$ cat config.mk
export PLATFORM = sky130hd
export DESIGN_NAME = range_list_parse_and_match_flat
export DESIGN_NICKNAME = d
export VERILOG_FILES = /design/src/rtl/core/rlpm_pkg.sv /design/src/rtl/core/rlpm_in_if.sv /design/src/rtl/core/rlpm_out_if.sv /design/src/rtl/core/range_list_parse_and_match.sv /design/src/rtl/core/rlpm_parser.sv /design/src/rtl/core/rlpm_cell.sv /design/src/flat_wrapper.sv
export SDC_FILE = /design/constraint.sdc
export NUM_CORES = 2
export LEC_CHECK = 0
export CAP_MARGIN = 15
export CORE_ASPECT_RATIO = 0.9
export CORE_MARGIN = 2
export CORE_UTILIZATION = 50
export CTS_CLUSTER_SIZE = 12
export DETAILED_ROUTE_END_ITERATION = 7
export DONT_BUFFER_PORTS = 1
export GPL_TIMING_DRIVEN = 0
export HOLD_SLACK_MARGIN = 0.15
export SLEW_MARGIN = 20
export SYNTH_ARGS = -nofsm -noshare
export SYNTH_HDL_FRONTEND = slang
export SYNTH_HIERARCHICAL = 1
export SYNTH_SLANG_ARGS = --single-unit
$ cat constraint.sdc
create_clock -name clk_i -period 122.6 [get_ports clk_i]
set_input_delay 18.39 -clock clk_i [delete_from_list [all_inputs] [get_ports clk_i]]
set_output_delay 18.39 -clock clk_i [all_outputs]
set_load 0.05 [all_outputs]
$ cat src/rtl/core/rlpm_pkg.sv
// rlpm_pkg: shared types and constants for the range list parse and match block
// no dependencies; compiled first

package rlpm_pkg;

  localparam int unsigned MAX_ENTRIES     = 16;
  localparam int unsigned MAX_PART_LENGTH = 31;
  localparam int unsigned TOTAL_W         = 5;
  localparam int unsigned LEN_W           = 6;
  localparam int unsigned VAL_W           = 32;

  localparam logic [LEN_W-1:0] LEN_MAX = '1;
  localparam logic [VAL_W-1:0] MAG_CAP = {1'b1, {(VAL_W-1){1'b0}}};
  localparam logic [VAL_W-1:0] POS_MAX = {1'b0, {(VAL_W-1){1'b1}}};

  localparam logic [7:0] CH_NUL   = 8'h00;
  localparam logic [7:0] CH_TAB   = 8'h09;
  localparam logic [7:0] CH_NL    = 8'h0a;
  localparam logic [7:0] CH_CR    = 8'h0d;
  localparam logic [7:0] CH_SPACE = 8'h20;
  localparam logic [7:0] CH_PLUS  = 8'h2b;
  localparam logic [7:0] CH_COMMA = 8'h2c;
  localparam logic [7:0] CH_DASH  = 8'h2d;
  localparam logic [7:0] CH_ZERO  = 8'h30;
  localparam logic [7:0] CH_NINE  = 8'h39;

  typedef enum logic [1:0] {
    MODE_CHAR  = 2'd0,
    MODE_END   = 2'd1,
    MODE_CLEAR = 2'd2,
    MODE_QUERY = 2'd3
  } mode_e;

  typedef enum logic [1:0] {
    ST_OK      = 2'd0,
    ST_INVALID = 2'd1,
    ST_FULL    = 2'd2
  } status_e;

  typedef enum logic [1:0] {
    PH_LEAD   = 2'd0,
    PH_SIGN   = 2'd1,
    PH_DIGITS = 2'd2,
    PH_STOP   = 2'd3
  } phase_e;

  typedef struct packed {
    logic [VAL_W-1:0] acc;
    logic [LEN_W-1:0] len;
    phase_e           phase;
    logic             neg;
  } part_t;

  typedef struct packed {
    logic signed [VAL_W-1:0] low;
    logic signed [VAL_W-1:0] high;
  } entry_t;

  typedef struct packed {
    logic   valid;
    entry_t ent;
  } ins_t;

endpackage

$ cat src/rtl/core/rlpm_in_if.sv
// rlpm_in_if: input channel carrying list characters, commands and queries
// depends on: nothing

interface rlpm_in_if;
  logic               valid;
  logic               ready;
  logic [1:0]         mode;
  logic [7:0]         char_code;
  logic signed [31:0] query_value;

  modport source (output valid, output mode, output char_code, output query_value,
                  input ready);
  modport sink   (input valid, input mode, input char_code, input query_value,
                  output ready);
endinterface

$ cat src/rtl/core/rlpm_out_if.sv
// rlpm_out_if: result channel carrying status, hit flag and entry count
// depends on: nothing

interface rlpm_out_if;
  logic       valid;
  logic       ready;
  logic [1:0] status;
  logic       hit;
  logic [4:0] stored_entries;

  modport source (output valid, output status, output hit, output stored_entries,
                  input ready);
  modport sink   (input valid, input status, input hit, input stored_entries,
                  output ready);
endinterface

$ cat src/rtl/core/range_list_parse_and_match.sv
// range_list_parse_and_match: one item per transaction, result registered in the cycle after acceptance.
// throughput one item per cycle while the result side keeps up
// (output register takes the next item as the current result is taken).
// queries compare against all cells of the 16-slot chain in the accept cycle.
// reset clears token state, error, entry count and cell valid bits; no clearing pass.
// depends on: rlpm_pkg, rlpm_in_if, rlpm_out_if, rlpm_parser, rlpm_cell

module range_list_parse_and_match (
  input  logic       clk_i,
  input  logic       rst_ni,
  rlpm_in_if.sink    in_i,
  rlpm_out_if.source out_o
);

  localparam int unsigned N = rlpm_pkg::MAX_ENTRIES;

  logic                         fire;
  rlpm_pkg::mode_e              mode;
  rlpm_pkg::ins_t               ins;
  logic [1:0]                   status_nx;
  logic [rlpm_pkg::TOTAL_W-1:0] total_nx;
  logic                         clear;

  rlpm_pkg::entry_t ent_w [N+1];
  logic             vld_w [N+1];
  logic             hit_w [N+1];

  logic                         out_vld_q, out_vld_d;
  logic [1:0]                   status_q;
  logic                         hit_q;
  logic [rlpm_pkg::TOTAL_W-1:0] total_q;

  assign mode       = rlpm_pkg::mode_e'(in_i.mode);
  assign in_i.ready = !out_vld_q || out_o.ready;
  assign fire       = in_i.valid && in_i.ready;
  assign clear      = fire && (mode == rlpm_pkg::MODE_CLEAR);

  rlpm_parser u_parser (
    .clk_i    (clk_i),
    .rst_ni   (rst_ni),
    .fire_i   (fire),
    .mode_i   (mode),
    .char_i   (in_i.char_code),
    .ins_o    (ins),
    .status_o (status_nx),
    .total_o  (total_nx)
  );

  // newest entry enters at the head, older ones move one cell down
  assign ent_w[0] = ins.ent;
  assign vld_w[0] = 1'b1;
  assign hit_w[0] = 1'b0;

  for (genvar i = 0; i < N; i++) begin : g_cell
    rlpm_cell u_cell (
      .clk_i   (clk_i),
      .rst_ni  (rst_ni),
      .shift_i (ins.valid),
      .clear_i (clear),
      .ent_i   (ent_w[i]),
      .valid_i (vld_w[i]),
      .query_i (in_i.query_value),
      .hit_i   (hit_w[i]),
      .ent_o   (ent_w[i+1]),
      .valid_o (vld_w[i+1]),
      .hit_o   (hit_w[i+1])
    );
  end

  always_comb begin
    out_vld_d = out_vld_q;
    if (fire)             out_vld_d = 1'b1;
    else if (out_o.ready) out_vld_d = 1'b0;
  end

  always_ff @(posedge clk_i or negedge rst_ni) begin
    if (!rst_ni) out_vld_q <= 1'b0;
    else         out_vld_q <= out_vld_d;
  end

  always_ff @(posedge clk_i) begin
    if (fire) begin
      status_q <= status_nx;
      hit_q    <= (mode == rlpm_pkg::MODE_QUERY) && hit_w[N];
      total_q  <= total_nx;
    end
  end

  assign out_o.valid          = out_vld_q;
  assign out_o.status         = status_q;
  assign out_o.hit            = hit_q;
  assign out_o.stored_entries = total_q;

endmodule

$ cat src/rtl/core/rlpm_parser.sv
// rlpm_parser: token scanner, number accumulation, error and entry count
// depends on: rlpm_pkg

module rlpm_parser (
  input  logic              clk_i,
  input  logic              rst_ni,
  input  logic              fire_i,
  input  rlpm_pkg::mode_e   mode_i,
  input  logic [7:0]        char_i,
  output rlpm_pkg::ins_t    ins_o,
  output logic [1:0]        status_o,
  output logic [rlpm_pkg::TOTAL_W-1:0] total_o
);

  function automatic rlpm_pkg::part_t feed(rlpm_pkg::part_t p, logic [7:0] c);
    rlpm_pkg::part_t r;
    logic            dig;
    logic            spc;
    logic [35:0]     m;
    r   = p;
    dig = (c >= rlpm_pkg::CH_ZERO) && (c <= rlpm_pkg::CH_NINE);
    spc = (c == rlpm_pkg::CH_SPACE) || ((c >= rlpm_pkg::CH_TAB) && (c <= rlpm_pkg::CH_CR));
    m   = '0;
    if (p.len != rlpm_pkg::LEN_MAX) r.len = p.len + 1'b1;
    case (p.phase)
      rlpm_pkg::PH_LEAD: begin
        if (spc) begin
          r.phase = rlpm_pkg::PH_LEAD;
        end else if (c == rlpm_pkg::CH_PLUS || c == rlpm_pkg::CH_DASH) begin
          r.phase = rlpm_pkg::PH_SIGN;
          r.neg   = (c == rlpm_pkg::CH_DASH);
        end else if (dig) begin
          r.phase = rlpm_pkg::PH_DIGITS;
        end else begin
          r.phase = rlpm_pkg::PH_STOP;
        end
      end
      rlpm_pkg::PH_SIGN:   r.phase = dig ? rlpm_pkg::PH_DIGITS : rlpm_pkg::PH_STOP;
      rlpm_pkg::PH_DIGITS: if (!dig) r.phase = rlpm_pkg::PH_STOP;
      default: ;
    endcase
    // acc * 10 + digit, capped at 2^31
    if (r.phase == rlpm_pkg::PH_DIGITS && dig) begin
      m = ({4'b0, p.acc} << 3) + ({4'b0, p.acc} << 1) + {28'b0, c - rlpm_pkg::CH_ZERO};
      r.acc = (m > {4'b0, rlpm_pkg::MAG_CAP}) ? rlpm_pkg::MAG_CAP : m[31:0];
    end
    return r;
  endfunction

  function automatic logic signed [31:0] part_value(logic [31:0] acc, logic neg);
    logic signed [31:0] v;
    if (neg) v = acc[31] ? $signed(rlpm_pkg::MAG_CAP) : $signed((~acc) + 32'd1);
    else     v = acc[31] ? $signed(rlpm_pkg::POS_MAX) : $signed(acc);
    return v;
  endfunction

  logic                         active_q, active_d;
  logic                         in_high_q, in_high_d;
  rlpm_pkg::part_t              lo_q, lo_d, hi_q, hi_d;
  rlpm_pkg::status_e            err_q, err_d;
  logic [rlpm_pkg::TOTAL_W-1:0] total_q, total_d;

  logic                         do_finish;
  logic                         bad;
  logic                         gap;
  logic signed [31:0]           lo_val, hi_val;

  always_comb begin
    lo_val = part_value(lo_q.acc, lo_q.neg);
    hi_val = in_high_q ? part_value(hi_q.acc, hi_q.neg) : lo_val;
    bad = (lo_q.len == '0) || (lo_q.len > rlpm_pkg::LEN_W'(rlpm_pkg::MAX_PART_LENGTH));
    if (in_high_q) begin
      bad = bad || (hi_q.len == '0) ||
            (hi_q.len > rlpm_pkg::LEN_W'(rlpm_pkg::MAX_PART_LENGTH));
    end
    bad = bad || (lo_val > hi_val);
    gap = (char_i == rlpm_pkg::CH_SPACE) || (char_i == rlpm_pkg::CH_NL) ||
          (char_i == rlpm_pkg::CH_TAB);
  end

  always_comb begin
    active_d  = active_q;
    in_high_d = in_high_q;
    lo_d      = lo_q;
    hi_d      = hi_q;
    err_d     = err_q;
    total_d   = total_q;
    do_finish = 1'b0;
    ins_o.valid    = 1'b0;
    ins_o.ent.low  = lo_val;
    ins_o.ent.high = hi_val;

    if (fire_i) begin
      unique case (mode_i)
        rlpm_pkg::MODE_CHAR: begin
          if (err_q == rlpm_pkg::ST_OK) begin
            if (char_i == rlpm_pkg::CH_NUL || char_i == rlpm_pkg::CH_COMMA) begin
              do_finish = 1'b1;
            end else if (!active_q && gap) begin
              // white space between tokens
            end else begin
              active_d = 1'b1;
              if (char_i == rlpm_pkg::CH_DASH && !in_high_q) begin
                in_high_d = 1'b1;
              end else if (in_high_q) begin
                hi_d = feed(hi_q, char_i);
              end else begin
                lo_d = feed(lo_q, char_i);
              end
            end
          end
        end
        rlpm_pkg::MODE_END: begin
          if (err_q == rlpm_pkg::ST_OK) do_finish = 1'b1;
        end
        rlpm_pkg::MODE_CLEAR: begin
          total_d   = '0;
          err_d     = rlpm_pkg::ST_OK;
          active_d  = 1'b0;
          in_high_d = 1'b0;
          lo_d      = '0;
          hi_d      = '0;
        end
        default: ;
      endcase
    end

    if (do_finish && active_q) begin
      if (bad) begin
        err_d = rlpm_pkg::ST_INVALID;
      end else if (total_q >= rlpm_pkg::TOTAL_W'(rlpm_pkg::MAX_ENTRIES)) begin
        err_d = rlpm_pkg::ST_FULL;
      end else begin
        ins_o.valid = 1'b1;
        total_d     = total_q + 1'b1;
      end
      active_d  = 1'b0;
      in_high_d = 1'b0;
      lo_d      = '0;
      hi_d      = '0;
    end
  end

  always_ff @(posedge clk_i or negedge rst_ni) begin
    if (!rst_ni) begin
      active_q  <= 1'b0;
      in_high_q <= 1'b0;
      lo_q      <= '0;
      hi_q      <= '0;
      err_q     <= rlpm_pkg::ST_OK;
      total_q   <= '0;
    end else begin
      active_q  <= active_d;
      in_high_q <= in_high_d;
      lo_q      <= lo_d;
      hi_q      <= hi_d;
      err_q     <= err_d;
      total_q   <= total_d;
    end
  end

  assign status_o = err_d;
  assign total_o  = total_d;

endmodule

$ cat src/rtl/core/rlpm_cell.sv
// rlpm_cell: one table slot of the entry chain, shifts to its neighbour on insert
// depends on: rlpm_pkg

module rlpm_cell (
  input  logic               clk_i,
  input  logic               rst_ni,
  input  logic               shift_i,
  input  logic               clear_i,
  input  rlpm_pkg::entry_t   ent_i,
  input  logic               valid_i,
  input  logic signed [31:0] query_i,
  input  logic               hit_i,
  output rlpm_pkg::entry_t   ent_o,
  output logic               valid_o,
  output logic               hit_o
);

  rlpm_pkg::entry_t ent_q;
  logic             valid_q;

  always_ff @(posedge clk_i or negedge rst_ni) begin
    if (!rst_ni) begin
      valid_q <= 1'b0;
    end else if (clear_i) begin
      valid_q <= 1'b0;
    end else if (shift_i) begin
      valid_q <= valid_i;
    end
  end

  always_ff @(posedge clk_i) begin
    if (shift_i) ent_q <= ent_i;
  end

  assign ent_o   = ent_q;
  assign valid_o = valid_q;
  assign hit_o   = hit_i | (valid_q && (query_i >= $signed(ent_q.low)) &&
                                        (query_i <= $signed(ent_q.high)));

endmodule

$ cat src/flat_wrapper.sv
// flat-port wrapper written by rule: the top's interface ports become plain ports
module range_list_parse_and_match_flat 
  (clk_i, rst_ni, in_i_valid, in_i_mode, in_i_char_code, in_i_query_value, in_i_ready, out_o_valid, out_o_status, out_o_hit, out_o_stored_entries, out_o_ready);
  rlpm_in_if in_i_i ();
  rlpm_out_if out_o_i ();
  input  logic clk_i;
  input  logic rst_ni;
  input wire logic [$bits(in_i_i.valid)-1:0] in_i_valid;
  input wire logic [$bits(in_i_i.mode)-1:0] in_i_mode;
  input wire logic [$bits(in_i_i.char_code)-1:0] in_i_char_code;
  input wire logic [$bits(in_i_i.query_value)-1:0] in_i_query_value;
  output wire logic [$bits(in_i_i.ready)-1:0] in_i_ready;
  output wire logic [$bits(out_o_i.valid)-1:0] out_o_valid;
  output wire logic [$bits(out_o_i.status)-1:0] out_o_status;
  output wire logic [$bits(out_o_i.hit)-1:0] out_o_hit;
  output wire logic [$bits(out_o_i.stored_entries)-1:0] out_o_stored_entries;
  input wire logic [$bits(out_o_i.ready)-1:0] out_o_ready;
  assign in_i_i.valid = in_i_valid;
  assign in_i_i.mode = in_i_mode;
  assign in_i_i.char_code = in_i_char_code;
  assign in_i_i.query_value = in_i_query_value;
  assign in_i_ready = in_i_i.ready;
  assign out_o_valid = out_o_i.valid;
  assign out_o_status = out_o_i.status;
  assign out_o_hit = out_o_i.hit;
  assign out_o_stored_entries = out_o_i.stored_entries;
  assign out_o_i.ready = out_o_ready;
  range_list_parse_and_match u_core (.clk_i(clk_i), .rst_ni(rst_ni), .in_i(in_i_i), .out_o(out_o_i));
endmodule
-- After elaboration in Yosys (flattened, before gate mapping)
Index checks and enable logic that the tools add are counted.
- add/subtract/negate cells: 10
- equal/unequal tests: 32
- bitwise gates (word level): 17
- muxes and demuxes: 120
- reduce and logical (&&, ||, !) cells: 76
- $lt $le $gt $ge: 42
- operators by type and width (cell ; count):
    $mux 41 ; 14
    $ge 32x32->1 ; 16
    $le 32x32->1 ; 16
    $mux 32 ; 9
    $pmux 41 s2 ; 2
    $add 35x33->36 ; 2
    $add 36x8->36 ; 2
    $gt 36x32->1 const B ; 2
    $add 32x1->32 const B ; 2
    $not 32->32 ; 2
    $mux 31 ; 2
    $mux 1 ; 58
    $mux 2 ; 23
    $logic_and 1x1->1 ; 42
    $ne 3x3->1 const B ; 13
    $eq 8x6->1 const B ; 4
    $gt 32x32->1 ; 1
    $reduce_and 8->1 ; 4
    $mux 5 ; 5
    $reduce_and 10->1 ; 2
    $eq 8x4->1 const B ; 2
    $or 1x1->1 ; 15
    $reduce_and 7->1 ; 2
    $add 6x1->6 const B ; 2
    24 further kinds ; 55
- bits in registers: 1140
- output and inout port bits: 10
- word-level logic and storage cells: 361
- bits of input ports: 46

-- Longest topological paths before layout
- depth in word-level cells: 24
- gate-level depth with buffers: 25
- gate-level depth less buffers: 25

-- Hierarchy
The synthesis kept the hierarchy.
- by module, submodules not included (module ; area each (µm²) ; times used ; seq. area each (µm²) ; cells each):
    rlpm_cell ; 3601.0 ; 16 ; 1946.9 ; 295
    rlpm_parser ; 12228.0 ; 1 ; 2277.2 ; 1576
    range_list_parse_and_match ; 315.3 ; 1 ; 265.3 ; 16

-- Least setup slack after synthesis
No wires, ideal clock.
- path kind: input to register
- start: in out_o_ready
- end: reg u_core.g_cell[0].u_cell.valid_q
- arrival time: 123.570 ns
- stages: 8
- path slack: -1.197 ns
- path through: nand2b_4 and2_1 nand2_1 nor4_1 o21ai_0 nor4_1 mux2i_1 nor2_1
- RTL lines (what ; line ; text):
    start, declared ; flat_wrapper.sv:17 ; input wire logic [$bits(out_o_i.ready)-1:0] out_o_ready;
    end signal, assigned ; rlpm_cell.sv:27 ; valid_q <= valid_i;
    end, declared ; rlpm_cell.sv:19 ; logic valid_q;

-- Worst setup path after layout
- start: in out_o_ready
- end: out in_i_ready
- longest elaborated chain between the ends: 1
- ends and longest elaborated chain (what ; line ; text):
    $logic_or 1x1->1 ; range_list_parse_and_match.sv:34 ; assign in_i.ready = !out_vld_q || out_o.ready;
    end, declared ; flat_wrapper.sv:12 ; output wire logic [$bits(in_i_i.ready)-1:0] in_i_ready;
No other way between the ends.

==> flow_summary.ini <==
[outcome]
status = finished clean

[final_layout]
stdcell_area_um2 = 77500
insertedDiodeCount = 0
area_growth_pct = 10.5
postLayoutCoreUtil_pct = 55.6
nets = 7788
drive_gt1_share_pct = 5.60
fin_cells = 8487

[synthesis]
yosysTopAreaCellShare_pct = 44.2
synth_seq_cells = 1140
synth.most_common_cell = ha_1
muxShareOfSynthArea_pct = 0.810
synth_top_cells_by_count = ha_1, inv_1, edfxtp_1
seq_area_frac_synth_pct = 48.0
synth.distinct_cells = 82
synthAdderAreaFrac_pct = 21.7
synth.area.top_cells = edfxtp_1, ha_1, inv_1, dfrtp_1, a21oi_1
synth_xor_area_share_pct = 1.10
synth_warnings = 6
yosys.area_share.simple_pct = 8.92
synth_top_family_by_area = adder cells
synth_compound_area_share_pct = 13.0
yosys.area.top_type = edfxtp_1
synth_edf_count = 1032
synth_ff_type = edfxtp_1
synth_cells = 6312
synth.avg_cell_area_um2 = 11.1
syn_area_um2 = 70200
synthArstFlopShare_pct = 9.47
syn_nets = 7565

[global_route]
grt_overflow_total = 0
antenna_found_initial = 1
grt_pass1_vias = 47700
grt.total_usage_pct = 22.3
grt_start_max_net_pins = 109
grt_pass1_wl_mm = 250

[setup_path]
crit_path_start_kind = input pin
required_ps = 104210
max_stage_delay_ps = 210
rrSetupSlack_ps = 112270
cp_cell_sequence = nand2b_4
crit_type = input pin to output port
cp_slowest_cell = nand2b_4
end_kind = output port
path_max_fanout = 4
arrival_ps = 18600
cpLargestDelayFamily = simple AND/OR/NAND/NOR gates
path_buf_inv = 0

[die]
die_h_um = 359
die-area_um2 = 143000
core_um2 = 139000
initial_core_util_pct = 50.3
die_w_um = 399
ios = 56
row_count = 130

[clocking]
cts.sinks = 1140
path_clk_slew_ps = 50
htreeDepth = 4
cts_tree = yes
cts_buffers = 131
cts_buffer_depth = 3
clk_latency_ps = 770
cts_setup_buffers = 0
clockRootBuffer = clkbuf_16
postCtsHoldBufs = 0
cts_resized = 0

[timing]
relSlewSlack_pct = 22.0
rsz0062_at_grt = false
maxSlewViolCount = 0
setup_viol = 0
fmax_mhz = 27.0
tightestPinTransition_ps = 1160
finalCriticalPeriod_ps = 36990
fin_skew_ps = 52.1
tns_ps = 0
period_share_pct = 30.2
finalHoldViolCount = 0

[placement]
dp_hpwl_mm = 122
gp_congestion = 0.885
dp.cells = 8250
port_buffers = 0
placement.cell_area_um2 = 73500

[drt]
route.detailed.drc = 0
drt-vias-per-instance = 5.53
detail-route-antenna-nets = 0
drt_iter0_markers = 2192
vias = 47000
first_pass_iters = 5
drt_wl_total_mm = 159
wl_per_cell_um = 18.8

[pwr]
power.leakage_nw = 34.9
p_per_area_nw_per_um2 = 14.8
power_mw = 1.14
ir_worst_vdd_mv = 0.0132

[run]
cap_viol_max_count = 0

[hold_path]
min_path_type = flop to flop
-- layer usage --
layer | GRT usage [%] | share of wire, %
met5 | 0 | 0
met1 | 25.7 | 41
met4 | 11.5 | 5.3
met2 | 40.0 | 50
met3 | 3.03 | 2.9
-- layout make-up --
cell class,count,area [um^2]
Fill cell,11800,61900
Sequential cell,1140,33700
Multi-Input combinational cell,3966,32000
Inverter,1146,4300
Clock buffer,175,3530
Tap cell,1848,2310
Timing Repair Buffer,90,867
Clock inverter,62,531
Buffer,60,255
-- path summary, 6_finish.rpt --
| kind | from | endpoint | cells past startpoint |
|---|---|---|---|
| max | out_o_ready | in_i_ready | 1 |
| min | u_core/g_cell[0].u_cell/ent_o[14] | u_core/g_cell[1].u_cell/ent_o[14] | 0 |
| max reg2reg | u_core/u_parser/lo_q[9] | u_core/g_cell[15].u_cell/ent_o[38] | 35 |
| min reg2reg | u_core/g_cell[0].u_cell/ent_o[14] | u_core/g_cell[1].u_cell/ent_o[14] | 0 |
| max in group asynchronous | rst_ni | u_core/g_cell[10].u_cell/valid_o | 0 |
| min in group asynchronous | rst_ni | u_core/u_parser/total_q[1] | 0 |
-- where the power goes --
group          switching (mW)  internal (mW)
Clock                   0.157          0.212
Sequential             0.0241          0.457
Combinational           0.182          0.111
Total                   0.364          0.780
-- registers in the layout, summed over array words and instances (netlist names) --
register and cells:
u_core/u_parser/err_q 2, u_core/out_o.valid 1, u_core/g_cell.u_cell/valid_o 16, u_core/out_o.stored_entries 5
u_core/u_parser/lo_q 41, u_core/u_parser/total_q 5, u_core/u_parser/active_q 1, u_core/u_parser/hi_q 41
u_core/g_cell.u_cell/ent_o 1024, u_core/u_parser/in_high_q 1, u_core/out_o.status 2, u_core/out_o.hit 1
-- through the flow --
stage,worst slack [ps],hold WS (ps)
after floorplan,43950,426
after global placement,23050,436
after detailed placement,85610,432
after CTS,85610,430
after global routing,85610,447
final,85610,432
-- cell families after synthesis --
logic type / after synthesis
adder cells (fa/ha/maj): 1207
AO/OA/AOI/OAI: 1387
buffers and inverters: 1206
XOR/XNOR: 88
flip-flops: 1140
AND/OR/NAND/NOR: 1234
other: 2
multiplexers: 48
-- layout by cell type (no fill, tap or decap), drive strengths merged, types with 20 or more instances in the layout --
| cell | Yosys | routed |
|---|---|---|
| o31ai | 67 | 67 |
| o21a | 73 | 73 |
| a21o | 138 | 138 |
| ha | 1195 | 1195 |
| nand4 | 248 | 248 |
| o41ai | 27 | 27 |
| mux2 | 22 | 22 |
| o21ai | 211 | 211 |
| nor3 | 52 | 52 |
| nor3b | 20 | 20 |
| a21oi | 528 | 528 |
| a211oi | 43 | 43 |
| xor2 | 49 | 49 |
| nand3 | 138 | 138 |
| inv | 1145 | 1153 |
| o211ai | 96 | 96 |
| dfrtp | 108 | 108 |
| nor4 | 66 | 66 |
| nor2 | 163 | 163 |
| nand2 | 396 | 396 |
| nor2b | 43 | 43 |
| xnor2 | 39 | 39 |
| clkinv | 1 | 50 |
| and3 | 20 | 20 |
| edfxtp | 1032 | 1032 |
| a21boi | 23 | 23 |
| clkbuf | 45 | 220 |
| a2111o | 33 | 33 |
| buf | 15 | 105 |
| o211a | 20 | 20 |
| mux2i | 26 | 26 |
Power figures use the tool's default switching activity.
